==> src/hw/rtl/ogpd_pkg.sv <==
package ogpd_pkg;

    localparam int MAX_POINTS_DEF = 64;

    // result kinds
    localparam logic [1:0] KIND_POINT    = 2'd0;
    localparam logic [1:0] KIND_BOX      = 2'd1;
    localparam logic [1:0] KIND_COMPOUND = 2'd2;
    localparam logic [1:0] KIND_OVERFLOW = 2'd3;

    // controller states; the byte-taking ones double as parse phase codes
    localparam logic [3:0] S_HEADER = 4'd0;
    localparam logic [3:0] S_ENDS   = 4'd1;
    localparam logic [3:0] S_INSLEN = 4'd2;
    localparam logic [3:0] S_SKIP   = 4'd3;
    localparam logic [3:0] S_FLAGS  = 4'd4;
    localparam logic [3:0] S_REPT   = 4'd5;
    localparam logic [3:0] S_XINIT  = 4'd6;
    localparam logic [3:0] S_XWAIT  = 4'd7;
    localparam logic [3:0] S_XCHK   = 4'd8;
    localparam logic [3:0] S_XS     = 4'd9;
    localparam logic [3:0] S_YINIT  = 4'd10;
    localparam logic [3:0] S_YWAIT  = 4'd11;
    localparam logic [3:0] S_YCHK   = 4'd12;
    localparam logic [3:0] S_YS     = 4'd13;
    localparam logic [3:0] S_CMPD   = 4'd14;
    localparam logic [3:0] S_DONE   = 4'd15;

    // datapath operations
    localparam logic [2:0] OP_NONE  = 3'd0;
    localparam logic [2:0] OP_BYTE  = 3'd1;
    localparam logic [2:0] OP_REPT  = 3'd2;
    localparam logic [2:0] OP_XRUN  = 3'd3;
    localparam logic [2:0] OP_YRUN  = 3'd4;
    localparam logic [2:0] OP_XINIT = 3'd5;
    localparam logic [2:0] OP_YINIT = 3'd6;
    localparam logic [2:0] OP_CMPD  = 3'd7;

    typedef struct packed {
        logic [2:0] op;
        logic [3:0] phase;
        logic       clear;
    } ogpd_cmd_t;

    typedef struct packed {
        logic gs;
        logic hdr_done;
        logic neg;
        logic zero;
        logic ends_last;
        logic word_big;
        logic word_zero;
        logic second_byte;
        logic skip_one;
        logic rep_pend;
        logic flag_rep;
        logic flags_full;
        logic cur_ge;
        logic rep_zero;
        logic x_zero;
        logic y_zero;
        logic x_done;
        logic y_done;
        logic out_free;
    } ogpd_stat_t;

    // bit0 on curve, bit1 x short, bit2 y short, bit3 x same, bit4 y same
    function automatic logic [4:0] pack_flag(input logic [7:0] f);
        return {f[5], f[4], f[2], f[1], f[0]};
    endfunction

endpackage

==> src/hw/rtl/ogpd_if.sv <==
interface ogpd_byte_if;
    logic       valid;
    logic       ready;
    logic [7:0] data_byte;
    logic       glyph_start;

    modport source (output valid, output data_byte, output glyph_start, input ready);
    modport sink   (input valid, input data_byte, input glyph_start, output ready);
endinterface

interface ogpd_result_if;
    logic               valid;
    logic               ready;
    logic [1:0]         kind;
    logic signed [15:0] coord_x;
    logic signed [15:0] coord_y;
    logic signed [15:0] box_x_max;
    logic signed [15:0] box_y_max;
    logic               on_curve;
    logic               contour_end;
    logic [5:0]         point_index;
    logic               last;

    modport source (output valid, output kind, output coord_x, output coord_y,
                    output box_x_max, output box_y_max, output on_curve,
                    output contour_end, output point_index, output last, input ready);
    modport sink   (input valid, input kind, input coord_x, input coord_y,
                    input box_x_max, input box_y_max, input on_curve,
                    input contour_end, input point_index, input last, output ready);
endinterface

==> src/hw/rtl/outline_glyph_point_decoder_top.sv <==
// One byte per cycle in header, end-index, length, skip and flag phases while the output is
// free; a flag repeat expands one flag per cycle, then closes in a final step. A compound glyph adds
// a compound state that waits for a free output. x and y passes: a set-up state, then per point
// the wait and check states (cursor to registered flag/x data) plus its 0 to 2 bytes.
// Results are registered and appear in the cycle after the deciding byte or step; input stalls while one waits.
// Asynchronous reset (rst_n low) returns the parse to the header; stores undefined until written.
module outline_glyph_point_decoder_top #(
    parameter int MAX_POINTS = ogpd_pkg::MAX_POINTS_DEF
) (
    input  logic          clk,
    input  logic          rst_n,
    ogpd_byte_if.sink     glyph,
    ogpd_result_if.source result
);
    import ogpd_pkg::*;

    ogpd_cmd_t  cmd;
    ogpd_stat_t stat;

    ogpd_ctrl u_ctrl (
        .clk      (clk),
        .rst_n    (rst_n),
        .in_valid (glyph.valid),
        .in_ready (glyph.ready),
        .stat     (stat),
        .cmd      (cmd)
    );

    ogpd_dp #(.MAX_POINTS(MAX_POINTS)) u_dp (
        .clk         (clk),
        .rst_n       (rst_n),
        .cmd         (cmd),
        .data_byte   (glyph.data_byte),
        .glyph_start (glyph.glyph_start),
        .out_ready   (result.ready),
        .stat        (stat),
        .out_valid   (result.valid),
        .kind        (result.kind),
        .coord_x     (result.coord_x),
        .coord_y     (result.coord_y),
        .box_x_max   (result.box_x_max),
        .box_y_max   (result.box_y_max),
        .on_curve    (result.on_curve),
        .contour_end (result.contour_end),
        .point_index (result.point_index),
        .last        (result.last)
    );

endmodule

==> src/hw/rtl/ogpd_ctrl.sv <==
module ogpd_ctrl (
    input  logic                   clk,
    input  logic                   rst_n,
    input  logic                   in_valid,
    output logic                   in_ready,
    input  ogpd_pkg::ogpd_stat_t   stat,
    output ogpd_pkg::ogpd_cmd_t    cmd
);
    import ogpd_pkg::*;

    logic [3:0] state_reg;
    logic [3:0] state_next;
    logic       accepting;
    logic [3:0] eff;

    always_comb
    begin
        accepting = state_reg inside {S_HEADER, S_ENDS, S_INSLEN, S_SKIP, S_FLAGS,
                                      S_XS, S_YS, S_DONE};
        in_ready  = accepting && stat.out_free;
        eff       = stat.gs ? S_HEADER : state_reg;
        cmd.op    = OP_NONE;
        cmd.phase = eff;
        cmd.clear = 1'b0;
        state_next = state_reg;
        if (in_ready && in_valid)
        begin
            cmd.op    = OP_BYTE;
            cmd.clear = stat.gs;
            case (eff)
                S_HEADER:
                begin
                    if (stat.hdr_done)
                    begin
                        if (stat.neg)
                            state_next = S_CMPD;
                        else if (stat.zero)
                            state_next = S_DONE;
                        else
                            state_next = S_ENDS;
                    end
                    else
                        state_next = S_HEADER;
                end
                S_ENDS:
                begin
                    if (stat.second_byte && stat.ends_last)
                        state_next = stat.word_big ? S_DONE : S_INSLEN;
                end
                S_INSLEN:
                begin
                    if (stat.second_byte)
                        state_next = stat.word_zero ? S_FLAGS : S_SKIP;
                end
                S_SKIP:
                begin
                    if (stat.skip_one)
                        state_next = S_FLAGS;
                end
                S_FLAGS:
                begin
                    if (stat.rep_pend)
                        state_next = S_REPT;
                    else if (!stat.flag_rep && stat.flags_full)
                        state_next = S_XINIT;
                end
                S_XS:
                begin
                    if (stat.x_done)
                        state_next = S_XWAIT;
                end
                S_YS:
                begin
                    if (stat.y_done)
                        state_next = S_YWAIT;
                end
                default:
                    state_next = state_reg;
            endcase
        end
        else
        begin
            case (state_reg)
                S_REPT:
                begin
                    cmd.op = OP_REPT;
                    if (stat.rep_zero)
                        state_next = stat.cur_ge ? S_XINIT : S_FLAGS;
                end
                S_XINIT:
                begin
                    cmd.op     = OP_XINIT;
                    state_next = S_XWAIT;
                end
                S_XWAIT:
                    state_next = S_XCHK;
                S_XCHK:
                begin
                    if (stat.cur_ge)
                        state_next = S_YINIT;
                    else if (stat.x_zero)
                    begin
                        cmd.op     = OP_XRUN;
                        state_next = S_XWAIT;
                    end
                    else
                        state_next = S_XS;
                end
                S_YINIT:
                begin
                    cmd.op     = OP_YINIT;
                    state_next = S_YWAIT;
                end
                S_YWAIT:
                    state_next = S_YCHK;
                S_YCHK:
                begin
                    if (stat.cur_ge)
                        state_next = S_DONE;
                    else if (stat.y_zero)
                    begin
                        if (stat.out_free)
                        begin
                            cmd.op     = OP_YRUN;
                            state_next = S_YWAIT;
                        end
                    end
                    else
                        state_next = S_YS;
                end
                S_CMPD:
                begin
                    if (stat.out_free)
                    begin
                        cmd.op     = OP_CMPD;
                        state_next = S_DONE;
                    end
                end
                default:
                    state_next = state_reg;
            endcase
        end
    end

    always_ff @(posedge clk or negedge rst_n)
    begin
        if (!rst_n)
            state_reg <= S_HEADER;
        else
            state_reg <= state_next;
    end

endmodule

==> src/hw/rtl/ogpd_dp.sv <==
module ogpd_dp #(
    parameter int MAX_POINTS = ogpd_pkg::MAX_POINTS_DEF
) (
    input  logic                  clk,
    input  logic                  rst_n,
    input  ogpd_pkg::ogpd_cmd_t   cmd,
    input  logic [7:0]            data_byte,
    input  logic                  glyph_start,
    input  logic                  out_ready,
    output ogpd_pkg::ogpd_stat_t  stat,
    output logic                  out_valid,
    output logic [1:0]            kind,
    output logic signed [15:0]    coord_x,
    output logic signed [15:0]    coord_y,
    output logic signed [15:0]    box_x_max,
    output logic signed [15:0]    box_y_max,
    output logic                  on_curve,
    output logic                  contour_end,
    output logic [5:0]            point_index,
    output logic                  last
);
    import ogpd_pkg::*;

    localparam int CNT_W = $clog2(MAX_POINTS + 1);
    localparam int IDX_W = (MAX_POINTS > 1) ? $clog2(MAX_POINTS) : 1;

    logic [3:0]            fp_reg, fp_next;
    logic [7:0]            hold_reg, hold_next;
    logic [15:0]           contours_reg, contours_next;
    logic [CNT_W-1:0]      total_reg, total_next;
    logic [15:0]           skip_reg, skip_next;
    logic                  rep_pend_reg, rep_pend_next;
    logic [7:0]            rep_val_reg, rep_val_next;
    logic [CNT_W-1:0]      rep_cnt_reg, rep_cnt_next;
    logic [MAX_POINTS-1:0] end_mask_reg, end_mask_next;
    logic [15:0]           running_reg, running_next;
    logic [CNT_W-1:0]      cursor_reg, cursor_next;
    logic [15:0]           xmin_reg, xmin_next;
    logic [15:0]           ymin_reg, ymin_next;
    logic [15:0]           xmax_reg, xmax_next;

    logic [4:0]            flag_mem [MAX_POINTS];
    logic [15:0]           x_mem [MAX_POINTS];
    logic [4:0]            flag_q_reg;
    logic [15:0]           x_q_reg;

    logic                  flag_we, x_we;
    logic [4:0]            flag_wd;
    logic [15:0]           x_wd;

    logic                  out_valid_reg, out_valid_next, out_load, out_free;
    logic [1:0]            kind_reg, o_kind;
    logic [15:0]           cx_reg, cy_reg, xm_reg, ym_reg, o_x, o_y, o_xm, o_ym;
    logic                  on_reg, ce_reg, last_reg, o_on, o_ce, o_last;
    logic [5:0]            idx_reg, o_idx;

    logic [15:0]           word, dsum;
    logic                  d_short, d_pos;
    logic [IDX_W-1:0]      cursor_idx;
    logic [CNT_W-1:0]      cursor_inc, room, cursor_after;

    assign word       = {hold_reg, data_byte};
    assign cursor_idx = cursor_reg[IDX_W-1:0];
    assign cursor_inc = cursor_reg + CNT_W'(1);
    assign room       = total_reg - cursor_reg;
    assign out_free   = !out_valid_reg || out_ready;

    always_comb
    begin
        d_short = (cmd.phase == S_XS) ? flag_q_reg[1] : flag_q_reg[2];
        d_pos   = (cmd.phase == S_XS) ? flag_q_reg[3] : flag_q_reg[4];
        if (d_short)
            dsum = d_pos ? running_reg + {8'd0, data_byte} : running_reg - {8'd0, data_byte};
        else
            dsum = running_reg + word;
        cursor_after = (cursor_reg < total_reg) ? cursor_inc : cursor_reg;
    end

    always_comb
    begin
        stat.gs          = glyph_start;
        stat.hdr_done    = !glyph_start && (fp_reg == 4'd9);
        stat.neg         = contours_reg[15];
        stat.zero        = (contours_reg == 16'd0);
        stat.ends_last   = (contours_reg == 16'd1);
        stat.word_big    = (word >= 16'(MAX_POINTS));
        stat.word_zero   = (word == 16'd0);
        stat.second_byte = fp_reg[0];
        stat.skip_one    = (skip_reg == 16'd1);
        stat.rep_pend    = rep_pend_reg;
        stat.flag_rep    = data_byte[3];
        stat.flags_full  = (cursor_after >= total_reg);
        stat.cur_ge      = (cursor_reg >= total_reg);
        stat.rep_zero    = (rep_cnt_reg == '0);
        stat.x_zero      = ((flag_q_reg & 5'h0A) == 5'h08);
        stat.y_zero      = ((flag_q_reg & 5'h14) == 5'h10);
        stat.x_done      = flag_q_reg[1] || fp_reg[0];
        stat.y_done      = flag_q_reg[2] || fp_reg[0];
        stat.out_free    = out_free;
    end

    always_comb
    begin
        fp_next       = fp_reg;
        hold_next     = hold_reg;
        contours_next = contours_reg;
        total_next    = total_reg;
        skip_next     = skip_reg;
        rep_pend_next = rep_pend_reg;
        rep_val_next  = rep_val_reg;
        rep_cnt_next  = rep_cnt_reg;
        end_mask_next = end_mask_reg;
        running_next  = running_reg;
        cursor_next   = cursor_reg;
        xmin_next     = xmin_reg;
        ymin_next     = ymin_reg;
        xmax_next     = xmax_reg;
        flag_we       = 1'b0;
        flag_wd       = pack_flag(data_byte);
        x_we          = 1'b0;
        x_wd          = running_reg;
        out_load      = 1'b0;
        o_kind        = KIND_POINT;
        o_x           = x_q_reg;
        o_y           = running_reg;
        o_xm          = 16'd0;
        o_ym          = 16'd0;
        o_on          = flag_q_reg[0];
        o_ce          = end_mask_reg[cursor_idx];
        o_idx         = 6'(cursor_idx);
        o_last        = (cursor_inc == total_reg);

        case (cmd.op)
            OP_BYTE:
            begin
                if (cmd.clear)
                begin
                    fp_next       = 4'd1;
                    hold_next     = data_byte;
                    contours_next = 16'd0;
                    total_next    = '0;
                    skip_next     = 16'd0;
                    rep_pend_next = 1'b0;
                    rep_val_next  = 8'd0;
                    end_mask_next = '0;
                    running_next  = 16'd0;
                    cursor_next   = '0;
                    xmin_next     = 16'd0;
                    ymin_next     = 16'd0;
                    xmax_next     = 16'd0;
                end
                else
                begin
                    case (cmd.phase)
                        S_HEADER:
                        begin
                            if (!fp_reg[0])
                            begin
                                hold_next = data_byte;
                                fp_next   = fp_reg + 4'd1;
                            end
                            else
                            begin
                                case (fp_reg)
                                    4'd1: contours_next = word;
                                    4'd3: xmin_next     = word;
                                    4'd5: ymin_next     = word;
                                    4'd7: xmax_next     = word;
                                    default: ;
                                endcase
                                if (fp_reg == 4'd9)
                                begin
                                    fp_next  = 4'd0;
                                    out_load = 1'b1;
                                    o_kind   = KIND_BOX;
                                    o_x      = xmin_reg;
                                    o_y      = ymin_reg;
                                    o_xm     = xmax_reg;
                                    o_ym     = word;
                                    o_on     = 1'b0;
                                    o_ce     = 1'b0;
                                    o_idx    = 6'd0;
                                    o_last   = !contours_reg[15] && (contours_reg == 16'd0);
                                end
                                else
                                    fp_next = fp_reg + 4'd1;
                            end
                        end
                        S_ENDS:
                        begin
                            if (!fp_reg[0])
                            begin
                                hold_next = data_byte;
                                fp_next   = 4'd1;
                            end
                            else
                            begin
                                fp_next       = 4'd0;
                                contours_next = contours_reg - 16'd1;
                                if (word < 16'(MAX_POINTS))
                                    end_mask_next[word[IDX_W-1:0]] = 1'b1;
                                if (contours_reg == 16'd1)
                                begin
                                    if (word >= 16'(MAX_POINTS))
                                    begin
                                        out_load = 1'b1;
                                        o_kind   = KIND_OVERFLOW;
                                        o_x      = 16'd0;
                                        o_y      = 16'd0;
                                        o_on     = 1'b0;
                                        o_ce     = 1'b0;
                                        o_idx    = 6'd0;
                                        o_last   = 1'b1;
                                    end
                                    else
                                        total_next = word[CNT_W-1:0] + CNT_W'(1);
                                end
                            end
                        end
                        S_INSLEN:
                        begin
                            if (!fp_reg[0])
                            begin
                                hold_next = data_byte;
                                fp_next   = 4'd1;
                            end
                            else
                            begin
                                fp_next     = 4'd0;
                                skip_next   = word;
                                cursor_next = '0;
                            end
                        end
                        S_SKIP:
                            skip_next = skip_reg - 16'd1;
                        S_FLAGS:
                        begin
                            if (rep_pend_reg)
                                rep_cnt_next = (data_byte > 8'(room)) ? room
                                                                       : data_byte[CNT_W-1:0];
                            else
                            begin
                                if (cursor_reg < total_reg)
                                begin
                                    flag_we     = 1'b1;
                                    cursor_next = cursor_inc;
                                end
                                if (data_byte[3])
                                begin
                                    rep_pend_next = 1'b1;
                                    rep_val_next  = data_byte;
                                end
                            end
                        end
                        S_XS:
                        begin
                            if (!d_short && !fp_reg[0])
                            begin
                                hold_next = data_byte;
                                fp_next   = 4'd1;
                            end
                            else
                            begin
                                fp_next      = 4'd0;
                                running_next = dsum;
                                x_we         = 1'b1;
                                x_wd         = dsum;
                                cursor_next  = cursor_inc;
                            end
                        end
                        S_YS:
                        begin
                            if (!d_short && !fp_reg[0])
                            begin
                                hold_next = data_byte;
                                fp_next   = 4'd1;
                            end
                            else
                            begin
                                fp_next      = 4'd0;
                                running_next = dsum;
                                cursor_next  = cursor_inc;
                                out_load     = 1'b1;
                                o_y          = dsum;
                            end
                        end
                        default: ;
                    endcase
                end
            end
            OP_REPT:
            begin
                if (rep_cnt_reg != '0)
                begin
                    flag_we      = 1'b1;
                    flag_wd      = pack_flag(rep_val_reg);
                    cursor_next  = cursor_inc;
                    rep_cnt_next = rep_cnt_reg - CNT_W'(1);
                end
                else
                    rep_pend_next = 1'b0;
            end
            OP_XINIT, OP_YINIT:
            begin
                running_next = 16'd0;
                cursor_next  = '0;
                fp_next      = 4'd0;
            end
            OP_XRUN:
            begin
                x_we        = 1'b1;
                cursor_next = cursor_inc;
            end
            OP_YRUN:
            begin
                out_load    = 1'b1;
                cursor_next = cursor_inc;
            end
            OP_CMPD:
            begin
                out_load = 1'b1;
                o_kind   = KIND_COMPOUND;
                o_x      = 16'd0;
                o_y      = 16'd0;
                o_on     = 1'b0;
                o_ce     = 1'b0;
                o_idx    = 6'd0;
                o_last   = 1'b1;
            end
            default: ;
        endcase
        out_valid_next = out_load || (out_valid_reg && !out_ready);
    end

    always_ff @(posedge clk or negedge rst_n)
    begin
        if (!rst_n)
        begin
            fp_reg        <= 4'd0;
            hold_reg      <= 8'd0;
            contours_reg  <= 16'd0;
            total_reg     <= '0;
            skip_reg      <= 16'd0;
            rep_pend_reg  <= 1'b0;
            rep_val_reg   <= 8'd0;
            rep_cnt_reg   <= '0;
            end_mask_reg  <= '0;
            running_reg   <= 16'd0;
            cursor_reg    <= '0;
            xmin_reg      <= 16'd0;
            ymin_reg      <= 16'd0;
            xmax_reg      <= 16'd0;
            out_valid_reg <= 1'b0;
        end
        else
        begin
            fp_reg        <= fp_next;
            hold_reg      <= hold_next;
            contours_reg  <= contours_next;
            total_reg     <= total_next;
            skip_reg      <= skip_next;
            rep_pend_reg  <= rep_pend_next;
            rep_val_reg   <= rep_val_next;
            rep_cnt_reg   <= rep_cnt_next;
            end_mask_reg  <= end_mask_next;
            running_reg   <= running_next;
            cursor_reg    <= cursor_next;
            xmin_reg      <= xmin_next;
            ymin_reg      <= ymin_next;
            xmax_reg      <= xmax_next;
            out_valid_reg <= out_valid_next;
        end
    end

    // point stores, read at the cursor every cycle
    always_ff @(posedge clk)
    begin
        if (flag_we)
            flag_mem[cursor_idx] <= flag_wd;
        if (x_we)
            x_mem[cursor_idx] <= x_wd;
        flag_q_reg <= flag_mem[cursor_idx];
        x_q_reg    <= x_mem[cursor_idx];
    end

    always_ff @(posedge clk)
    begin
        if (out_load)
        begin
            kind_reg <= o_kind;
            cx_reg   <= o_x;
            cy_reg   <= o_y;
            xm_reg   <= o_xm;
            ym_reg   <= o_ym;
            on_reg   <= o_on;
            ce_reg   <= o_ce;
            idx_reg  <= o_idx;
            last_reg <= o_last;
        end
    end

    assign out_valid   = out_valid_reg;
    assign kind        = kind_reg;
    assign coord_x     = cx_reg;
    assign coord_y     = cy_reg;
    assign box_x_max   = xm_reg;
    assign box_y_max   = ym_reg;
    assign on_curve    = on_reg;
    assign contour_end = ce_reg;
    assign point_index = idx_reg;
    assign last        = last_reg;

endmodule

==> src/flat_wrapper.sv <==
// flat-port wrapper written by rule: the top's interface ports become plain ports
module outline_glyph_point_decoder_top_flat import ogpd_pkg::*;
#(
    parameter int MAX_POINTS = ogpd_pkg::MAX_POINTS_DEF
)
  (clk, rst_n, glyph_valid, glyph_data_byte, glyph_glyph_start, glyph_ready, result_valid, result_kind, result_coord_x, result_coord_y, result_box_x_max, result_box_y_max, result_on_curve, result_contour_end, result_point_index, result_last, result_ready);
  ogpd_byte_if glyph_i ();
  ogpd_result_if result_i ();
  input  logic clk;
  input  logic rst_n;
  input wire logic [$bits(glyph_i.valid)-1:0] glyph_valid;
  input wire logic [$bits(glyph_i.data_byte)-1:0] glyph_data_byte;
  input wire logic [$bits(glyph_i.glyph_start)-1:0] glyph_glyph_start;
  output wire logic [$bits(glyph_i.ready)-1:0] glyph_ready;
  output wire logic [$bits(result_i.valid)-1:0] result_valid;
  output wire logic [$bits(result_i.kind)-1:0] result_kind;
  output wire logic [$bits(result_i.coord_x)-1:0] result_coord_x;
  output wire logic [$bits(result_i.coord_y)-1:0] result_coord_y;
  output wire logic [$bits(result_i.box_x_max)-1:0] result_box_x_max;
  output wire logic [$bits(result_i.box_y_max)-1:0] result_box_y_max;
  output wire logic [$bits(result_i.on_curve)-1:0] result_on_curve;
  output wire logic [$bits(result_i.contour_end)-1:0] result_contour_end;
  output wire logic [$bits(result_i.point_index)-1:0] result_point_index;
  output wire logic [$bits(result_i.last)-1:0] result_last;
  input wire logic [$bits(result_i.ready)-1:0] result_ready;
  assign glyph_i.valid = glyph_valid;
  assign glyph_i.data_byte = glyph_data_byte;
  assign glyph_i.glyph_start = glyph_glyph_start;
  assign glyph_ready = glyph_i.ready;
  assign result_valid = result_i.valid;
  assign result_kind = result_i.kind;
  assign result_coord_x = result_i.coord_x;
  assign result_coord_y = result_i.coord_y;
  assign result_box_x_max = result_i.box_x_max;
  assign result_box_y_max = result_i.box_y_max;
  assign result_on_curve = result_i.on_curve;
  assign result_contour_end = result_i.contour_end;
  assign result_point_index = result_i.point_index;
  assign result_last = result_i.last;
  assign result_i.ready = result_ready;
  outline_glyph_point_decoder_top #(.MAX_POINTS(MAX_POINTS)) u_core (.clk(clk), .rst_n(rst_n), .glyph(glyph_i), .result(result_i));
endmodule
==> config.mk <==
export PLATFORM = sky130hd
export DESIGN_NAME = outline_glyph_point_decoder_top_flat
export DESIGN_NICKNAME = d
export VERILOG_FILES = /design/src/hw/rtl/ogpd_pkg.sv /design/src/hw/rtl/ogpd_if.sv /design/src/hw/rtl/outline_glyph_point_decoder_top.sv /design/src/hw/rtl/ogpd_ctrl.sv /design/src/hw/rtl/ogpd_dp.sv /design/src/flat_wrapper.sv
export SDC_FILE = /design/constraint.sdc
export NUM_CORES = 2
export LEC_CHECK = 0
export ABC_AREA = 0
export ABC_CLOCK_PERIOD_IN_PS = 15920
export BUFFER_PORTS_ARGS = -buffer_cell sky130_fd_sc_hd__buf_2
export CELL_PAD_IN_SITES_DETAIL_PLACEMENT = 0
export CELL_PAD_IN_SITES_GLOBAL_PLACEMENT = 1
export CORE_MARGIN = 2
export CORE_UTILIZATION = 42
export DETAILED_ROUTE_END_ITERATION = 12
export GPL_ROUTABILITY_DRIVEN = 1
export PLACE_DENSITY_LB_ADDON = 0.1
export SYNTH_ARGS = -nofsm -noshare
export SYNTH_HDL_FRONTEND = slang
export SYNTH_SLANG_ARGS = --single-unit
==> constraint.sdc <==
create_clock -name clk -period 15.92 [get_ports clk]
set_input_delay 0.796 -clock clk [delete_from_list [all_inputs] [get_ports clk]]
set_output_delay 0.796 -clock clk [all_outputs]
set_load 0.05 [all_outputs]
* Word-level counts from Yosys, hierarchy flattened
Memories as Yosys holds them, arrays and structs flattened. A register that Yosys moved wholly into a read port is not among the register bits.
Index checks and enable logic that the tools add are counted.
** Operators by class
- Add/sub/neg operators :: 10
- Magnitude comparators :: 9
- Equality and inequality tests :: 68
- Muxes and demuxes :: 192
- Bitwise gates (word level) :: 5
- Reductions and logical operators :: 66
** Operators with widths (number)
- 16-bit 2-to-1 mux :: 38
- 64-bit 2-to-1 mux :: 4
- 16-bit case mux with 2 select lines :: 6
- 7-bit 2-to-1 mux :: 16
- 4-bit 2-to-1 mux :: 23
- 64-bit OR :: 1
- 6-bit 2-to-1 mux :: 10
- 1-bit 2-to-1 mux :: 50
- 16-bit case mux with 3 select lines :: 1
- 4-bit == test, second input constant :: 11
- 16-bit by 1-bit == test with 1-bit output, second input constant :: 2
- 16-bit logical NOT :: 2
- 4-bit case mux with 8 select lines :: 1
- 16-bit by 1-bit subtractor with 16-bit output, second input constant :: 2
- 3-bit by 2-bit != test with 1-bit output, second input constant :: 10
- 4-bit by 3-bit == test with 1-bit output, second input constant :: 7
- 4-bit case mux with 7 select lines :: 1
- 7-bit case mux with 4 select lines :: 1
- 8-bit 2-to-1 mux :: 3
- 6-bit case mux with 2 select lines :: 2
- 4-bit AND reduction :: 6
- 2-bit nonzero test :: 12
- 7-bit case mux with 3 select lines :: 1
- 4-bit by 2-bit == test with 1-bit output, second input constant :: 5
- 62 further kinds :: 135
** Storage, ports and cells
- Flip-flop bits (word level) :: 280
- Bits in writable memories :: 1344
- Input port bits :: 13
- Word-level logic and storage cells :: 377
- Memories kept :: 2
** Memory list
- u_core.u_dp.x_mem :: words 64, width 16, rd ports 1, clocked after Yosys merged registers in 1, wr ports 1, RTL line ogpd_dp.sv:43 : logic [15:0] x_mem [MAX_POINTS];
- u_core.u_dp.flag_mem :: words 64, width 5, rd ports 1, clocked after Yosys merged registers in 1, wr ports 1, RTL line ogpd_dp.sv:42 : logic [4:0] flag_mem [MAX_POINTS];

* Logic depth before layout (Yosys ltp)
- Depth in word-level cells :: 11
- Depth in mapped cells :: 18
- Mapped depth without buffers :: 16

* Cells and area by module
From an unflattened synthesis, not the netlist that was laid out.
** Second synthesis, totals
- Cell total of the unflattened synthesis :: 4397
- Area total of the unflattened synthesis :: 65419.0 um^2
** Modules (own cells, without submodules)
- ogpd_dp :: times used 1, cells each 4278, area an instance 64568.2 um^2, seq. area each 48036.1 um^2
- ogpd_ctrl :: times used 1, cells each 119, area an instance 850.8 um^2, seq. area each 100.1 um^2

* Worst setup path before layout
Ideal clock, no wire load.
- Path type :: input-to-reg
- From :: in glyph_data_byte[4]
- To :: mem u_core.u_dp.x_mem[0][13] (data pin)
- Arrival :: 5.899 ns
- Required time :: 15.218 ns
- Path slack :: 9.319 ns
- Stages on the path :: 13
- Cells stage by stage :: clkbuf_1 > nor3_1 > and3_1 > nand2_1 > a21oi_1 > a21oi_1 > ha_1 > nand2_1 > a211oi_1 > a21oi_1 > nor4b_1 > nor3_1 > o21ai_0
** On the way
- Longest elaborated chain between the ends :: 7
- Elaborated cells between the ends (all ways) :: 9
- Those cells by class :: 3 x add/sub; 6 x mux
** RTL lines
- start: declaration :: RTL line flat_wrapper.sv:12 : input wire logic [$bits(glyph_i.data_byte)-1:0] glyph_data_byte;
- 16-bit by 8-bit subtractor with 16-bit output or 16-bit by 8-bit adder with 16-bit output (tied branches) :: RTL line ogpd_dp.sv:73 : dsum = d_pos ? running_reg + {8'd0, data_byte} : running_reg - {8'd0, data_byte};
- 16-bit 2-to-1 mux :: RTL line ogpd_dp.sv:73
- 16-bit 2-to-1 mux * :: RTL line ogpd_dp.sv:72 : if (d_short)
- 16-bit 2-to-1 mux *
- 16-bit 2-to-1 mux * :: RTL line ogpd_dp.sv:154 : case (cmd.phase)
- 16-bit 2-to-1 mux * :: RTL line ogpd_dp.sv:136 : if (cmd.clear)
- 16-bit 2-to-1 mux * :: RTL line ogpd_dp.sv:133 : case (cmd.op)
- net u_core.u_dp.x_wd[13] :: RTL line ogpd_dp.sv:49 : logic [15:0] x_wd;
- end: declaration :: RTL line ogpd_dp.sv:43
The timed path passes the listed nets; every way through them passes the cells marked *.

* Final worst setup path
- From :: reg u_core.u_ctrl.state_reg[0]
- To :: mem u_core.u_dp.x_mem[57][4] (data pin)
** On the way
- Longest elaborated chain between the ends :: 9
- Elaborated cells between the ends (all ways) :: 33
- Those cells by class :: 15 x eq/ne; 12 x mux; 6 x reduce/logical
** RTL lines
- start: declaration :: RTL line ogpd_ctrl.sv:11 : logic [3:0] state_reg;
- start signal: assignment :: RTL line ogpd_ctrl.sv:150 : state_reg <= state_next;
- 4-bit 2-to-1 mux :: RTL line ogpd_ctrl.sv:21 : eff = stat.gs ? S_HEADER : state_reg;
- 4-bit == test :: RTL line ogpd_dp.sv:70, ogpd_dp.sv:71, ogpd_dp.sv:154
- 1-bit 2-to-1 mux (on tied branches) :: RTL line ogpd_dp.sv:71, ogpd_dp.sv:70
- 16-bit 2-to-1 mux or 1-bit logical NOT (tied branches) :: RTL line ogpd_dp.sv:73, ogpd_dp.sv:257
- 16-bit 2-to-1 mux or 1-bit logical AND (tied branches) :: RTL line ogpd_dp.sv:72, ogpd_dp.sv:257
- 16-bit 2-to-1 mux
- 16-bit 2-to-1 mux :: RTL line ogpd_dp.sv:154
- 16-bit 2-to-1 mux :: RTL line ogpd_dp.sv:136
- 16-bit 2-to-1 mux * :: RTL line ogpd_dp.sv:133
- net u_core.u_dp.x_wd[4] :: RTL line ogpd_dp.sv:49
Marks and branches as above.

==> metrics.md <==
| Metric | Value |
|---|---|
| Status | complete, no violations |
| Area Overhead vs Synth | 13.82% |
| Setup TNS | 0 ps |
| Final setup violation count | 0 |
| Worst Hold Class | input pin to async pin |
| Number of buffers added on ports | around 90 |
| Hpwl dp | approximately 130000 um |
| Post-Syn Area | about 65000 um2 |
| Synthesized flop and latch total | about 1600 |
| Die Wd | 397.6 um |
| Rows | 144 |
| Vias/cell | 6.126 |
| Peak supply drop | 0.1386 mV |
| Clk_lat worst skew | approximately 820 ps |
| Yosys Warn Count | 0 |
| First-pass GRT wire length | 299700 um |
| RSZ-0062 raised after global routing | false |
| Total track usage | 26.47% |
| Dpl cell area | just under 70000 um2 |
| Final instance area | roughly 74000 um2 |
| Storage cell area | 48140 um2 |
| Worst-Margin Slew | around 1400 ps |
| Vias in the first global route | around 39000 |
| # DRC | 0 |
| DIE AREA | roughly 160000 um2 |
| Largest register FFs | 1024 |
| I/O pin count | 90 |
| Worst Clk Skew | approximately 55 ps |
| Largest net degree at the start of global routing | between 100 and 150 |
| Hold-fix buffers at CTS | 0 |
| Startpoint types | flop |
| Post-synthesis sequential area ratio | 73.99% |
| EDFF count, synth | about 1400 |
| Filler cell count | roughly 13000 |
| Max Cap Violations | 0 |
| Core ar. | 153900 um2 |
| H-Tree Depth | 4 |
| Pwr Density | around 170 nW/um2 |
| Mapped Avg Cell Area | roughly 15 um2 |
| Leak | 24.77 nW |
| CTS Buf Count | about 170 |
| 1st-pass router iterations | 5 |
| Ys async rst share | ~12% |
| Final core occ | 48.12% |
| Final wirelength | around 210000 um |
| Total setup buffers inserted after CTS | 0 |
| Net count after synthesis | about 4400 |
| Initial antenna violation count | 3 |
| Antenna-violating nets left | 0 |
| Fin. max-slew vios | 0 |
| Final nets | 4503 |
| Clock Tree Root | clkbuf_16 |
| Die Y | about 400 um |
| Placer Congestion | just over 0.9 |
| Fin crit share | ~33% |
| CTS tree | yes |
| Worst-path clk slew | 60 ps |
| CTS resizes | 0 |
| Pwr Total | between 10 and 15 mW |
| Highest-count cells in the layout ignoring fill and taps | edfxtp_1, a22oi_1, nor2_1, a21oi_1, dfrtp_1 |
| Worst hold slack | between 20 and 30 ps |
| Clk buf depth | 3 |
| Crit-path max FO | 43 |
| Clock sink count | 1644 |
| Post-synth top flop | edfxtp_1 |
| DR WL/cell | between 30 and 40 um |
| Min Tclk post-route | 5277 ps |
| Global route overflow | 0 |
| Hold Vio Cnt, Final | 0 |
| Mapped Cells | approximately 4300 |
| CP required | 16400 ps |
| Via count | 40620 |
| Share of post-route cells with drive strength above 1 | 14.28% |
| Fmax | ~190 MHz |
| Initial Util | ~42% |
| WS Path Type | flop to flop |
| Distinct cells, synth | 97 |
| Area of the multi-input gates | ~16000 um2 |
| Worst slew margin | approximately 8.6% |
| Critical Path End Type | flop |
| Critical path arrival | between 5000 and 6000 ps |
| Most common cell after layout, fill and taps aside | edfxtp_1 |
| DR iter-0 viols | about 4200 |
synthesized netlist by cell type (all sizes together) (94+ instances only):
| master | instances | share of area (%) |
|---|---|---|
| edfxtp | 1419 | 65 |
| a22o | 119 | 1.6 |
| a221oi | 94 | 1.3 |
| a21oi | 216 | 1.7 |
| nor2 | 322 | 1.9 |
| o21ai | 123 | 0.96 |
| a31oi | 98 | 0.95 |
| buf | 99 | 0.73 |
| dfrtp | 204 | 7.8 |
| a22oi | 506 | 5.8 |
| nand2 | 149 | 0.86 |
| clkbuf | 166 | 0.96 |
cell type report:
cell class,instances,share of cell area (%)
inverters,62,0.3143
repair buffers,203,1.855
diodes,1,0.003379
clock buffers,225,6.208
multi-input cells,2354,21.68
well taps,2044,3.454
clock inverters,98,1.480
flip-flops and latches,1644,65.01
through the flow:
stage | worst slack [ps] | cells
floorplan | 9319 | 4325
global placement | 10370 | 6307
detailed placement | 10320 | 6307
CTS | 10630 | 6630
global route | 10200 | 6630
finish | 10640 | 6631
cells by family (layout without fill, tap and decap cells):
family / count (synthesis) / after routing / share of synthesized area, %
buffers and inverters: 327 / 588 / 2.048
XOR/XNOR: 47 / 47 / 0.6327
flip-flops: 1644 / 1644 / 73.99
multiplexers: 86 / 86 / 1.462
adder cells (fa/ha/maj): 51 / 51 / 1.004
AND/OR/NAND/NOR: 825 / 825 / 6.226
other: 0 / 1 / 0
AO/OA/AOI/OAI: 1345 / 1345 / 14.64
power breakdown:
group          switching [mW]  internal, mW
Clock                    1.76          2.30
Sequential              0.180          5.02
Combinational            2.11         0.861
worst paths after layout:
kind / to / depth (start not counted) / slack [ps] / from
max: u_core.u_dp.x_mem[57][4] / 15 / 10640 / u_core.u_ctrl.state_reg[0]
min reg2reg: u_core.u_dp.end_mask_reg[48] / 2 / 500 / u_core.u_dp.end_mask_reg[48]
min in group clk: u_core.u_dp.total_reg[2] / 3 / 490 / glyph_data_byte[2]
max reg2reg: u_core.u_dp.x_mem[57][4] / 15 / 10640 / u_core.u_ctrl.state_reg[0]
max in group asynchronous: u_core.u_dp.xmin_reg[5] / 2 / 14460 / rst_n
min: u_core.u_dp.end_mask_reg[10] / 1 / 30 / rst_n
per-layer routing:
| layer | part of all wire (%) | routed length, um | track usage [%] | vias up |
|---|---|---|---|---|
| met5 | 0.0062 | 13 | 0 | - |
| met4 | 3.3 | 6906 | 8.651 | 2 |
| met3 | 6.0 | 12670 | 4.075 | 298 |
| met2 | 48 | 100700 | 42.38 | 1479 |
| met1 | 43 | 90960 | 37.09 | 21190 |
| li1 | - | - | - | 17650 |
worst max-delay path: stages (launching register included):
cell and delay, ps:
dfrtp_1 720, buf_4 340, nand3b_1 210, o21ai_1 410, nand2_1 230, nor2_1 130, a21o_1 130, inv_1 50
fa_1 390, nand3b_1 230, and2_1 180, xor2_1 150, nand2_1 80, o21ai_0 200, o21ai_4 770, buf_4 660
Note: power is estimated with default switching activity, not from simulation.
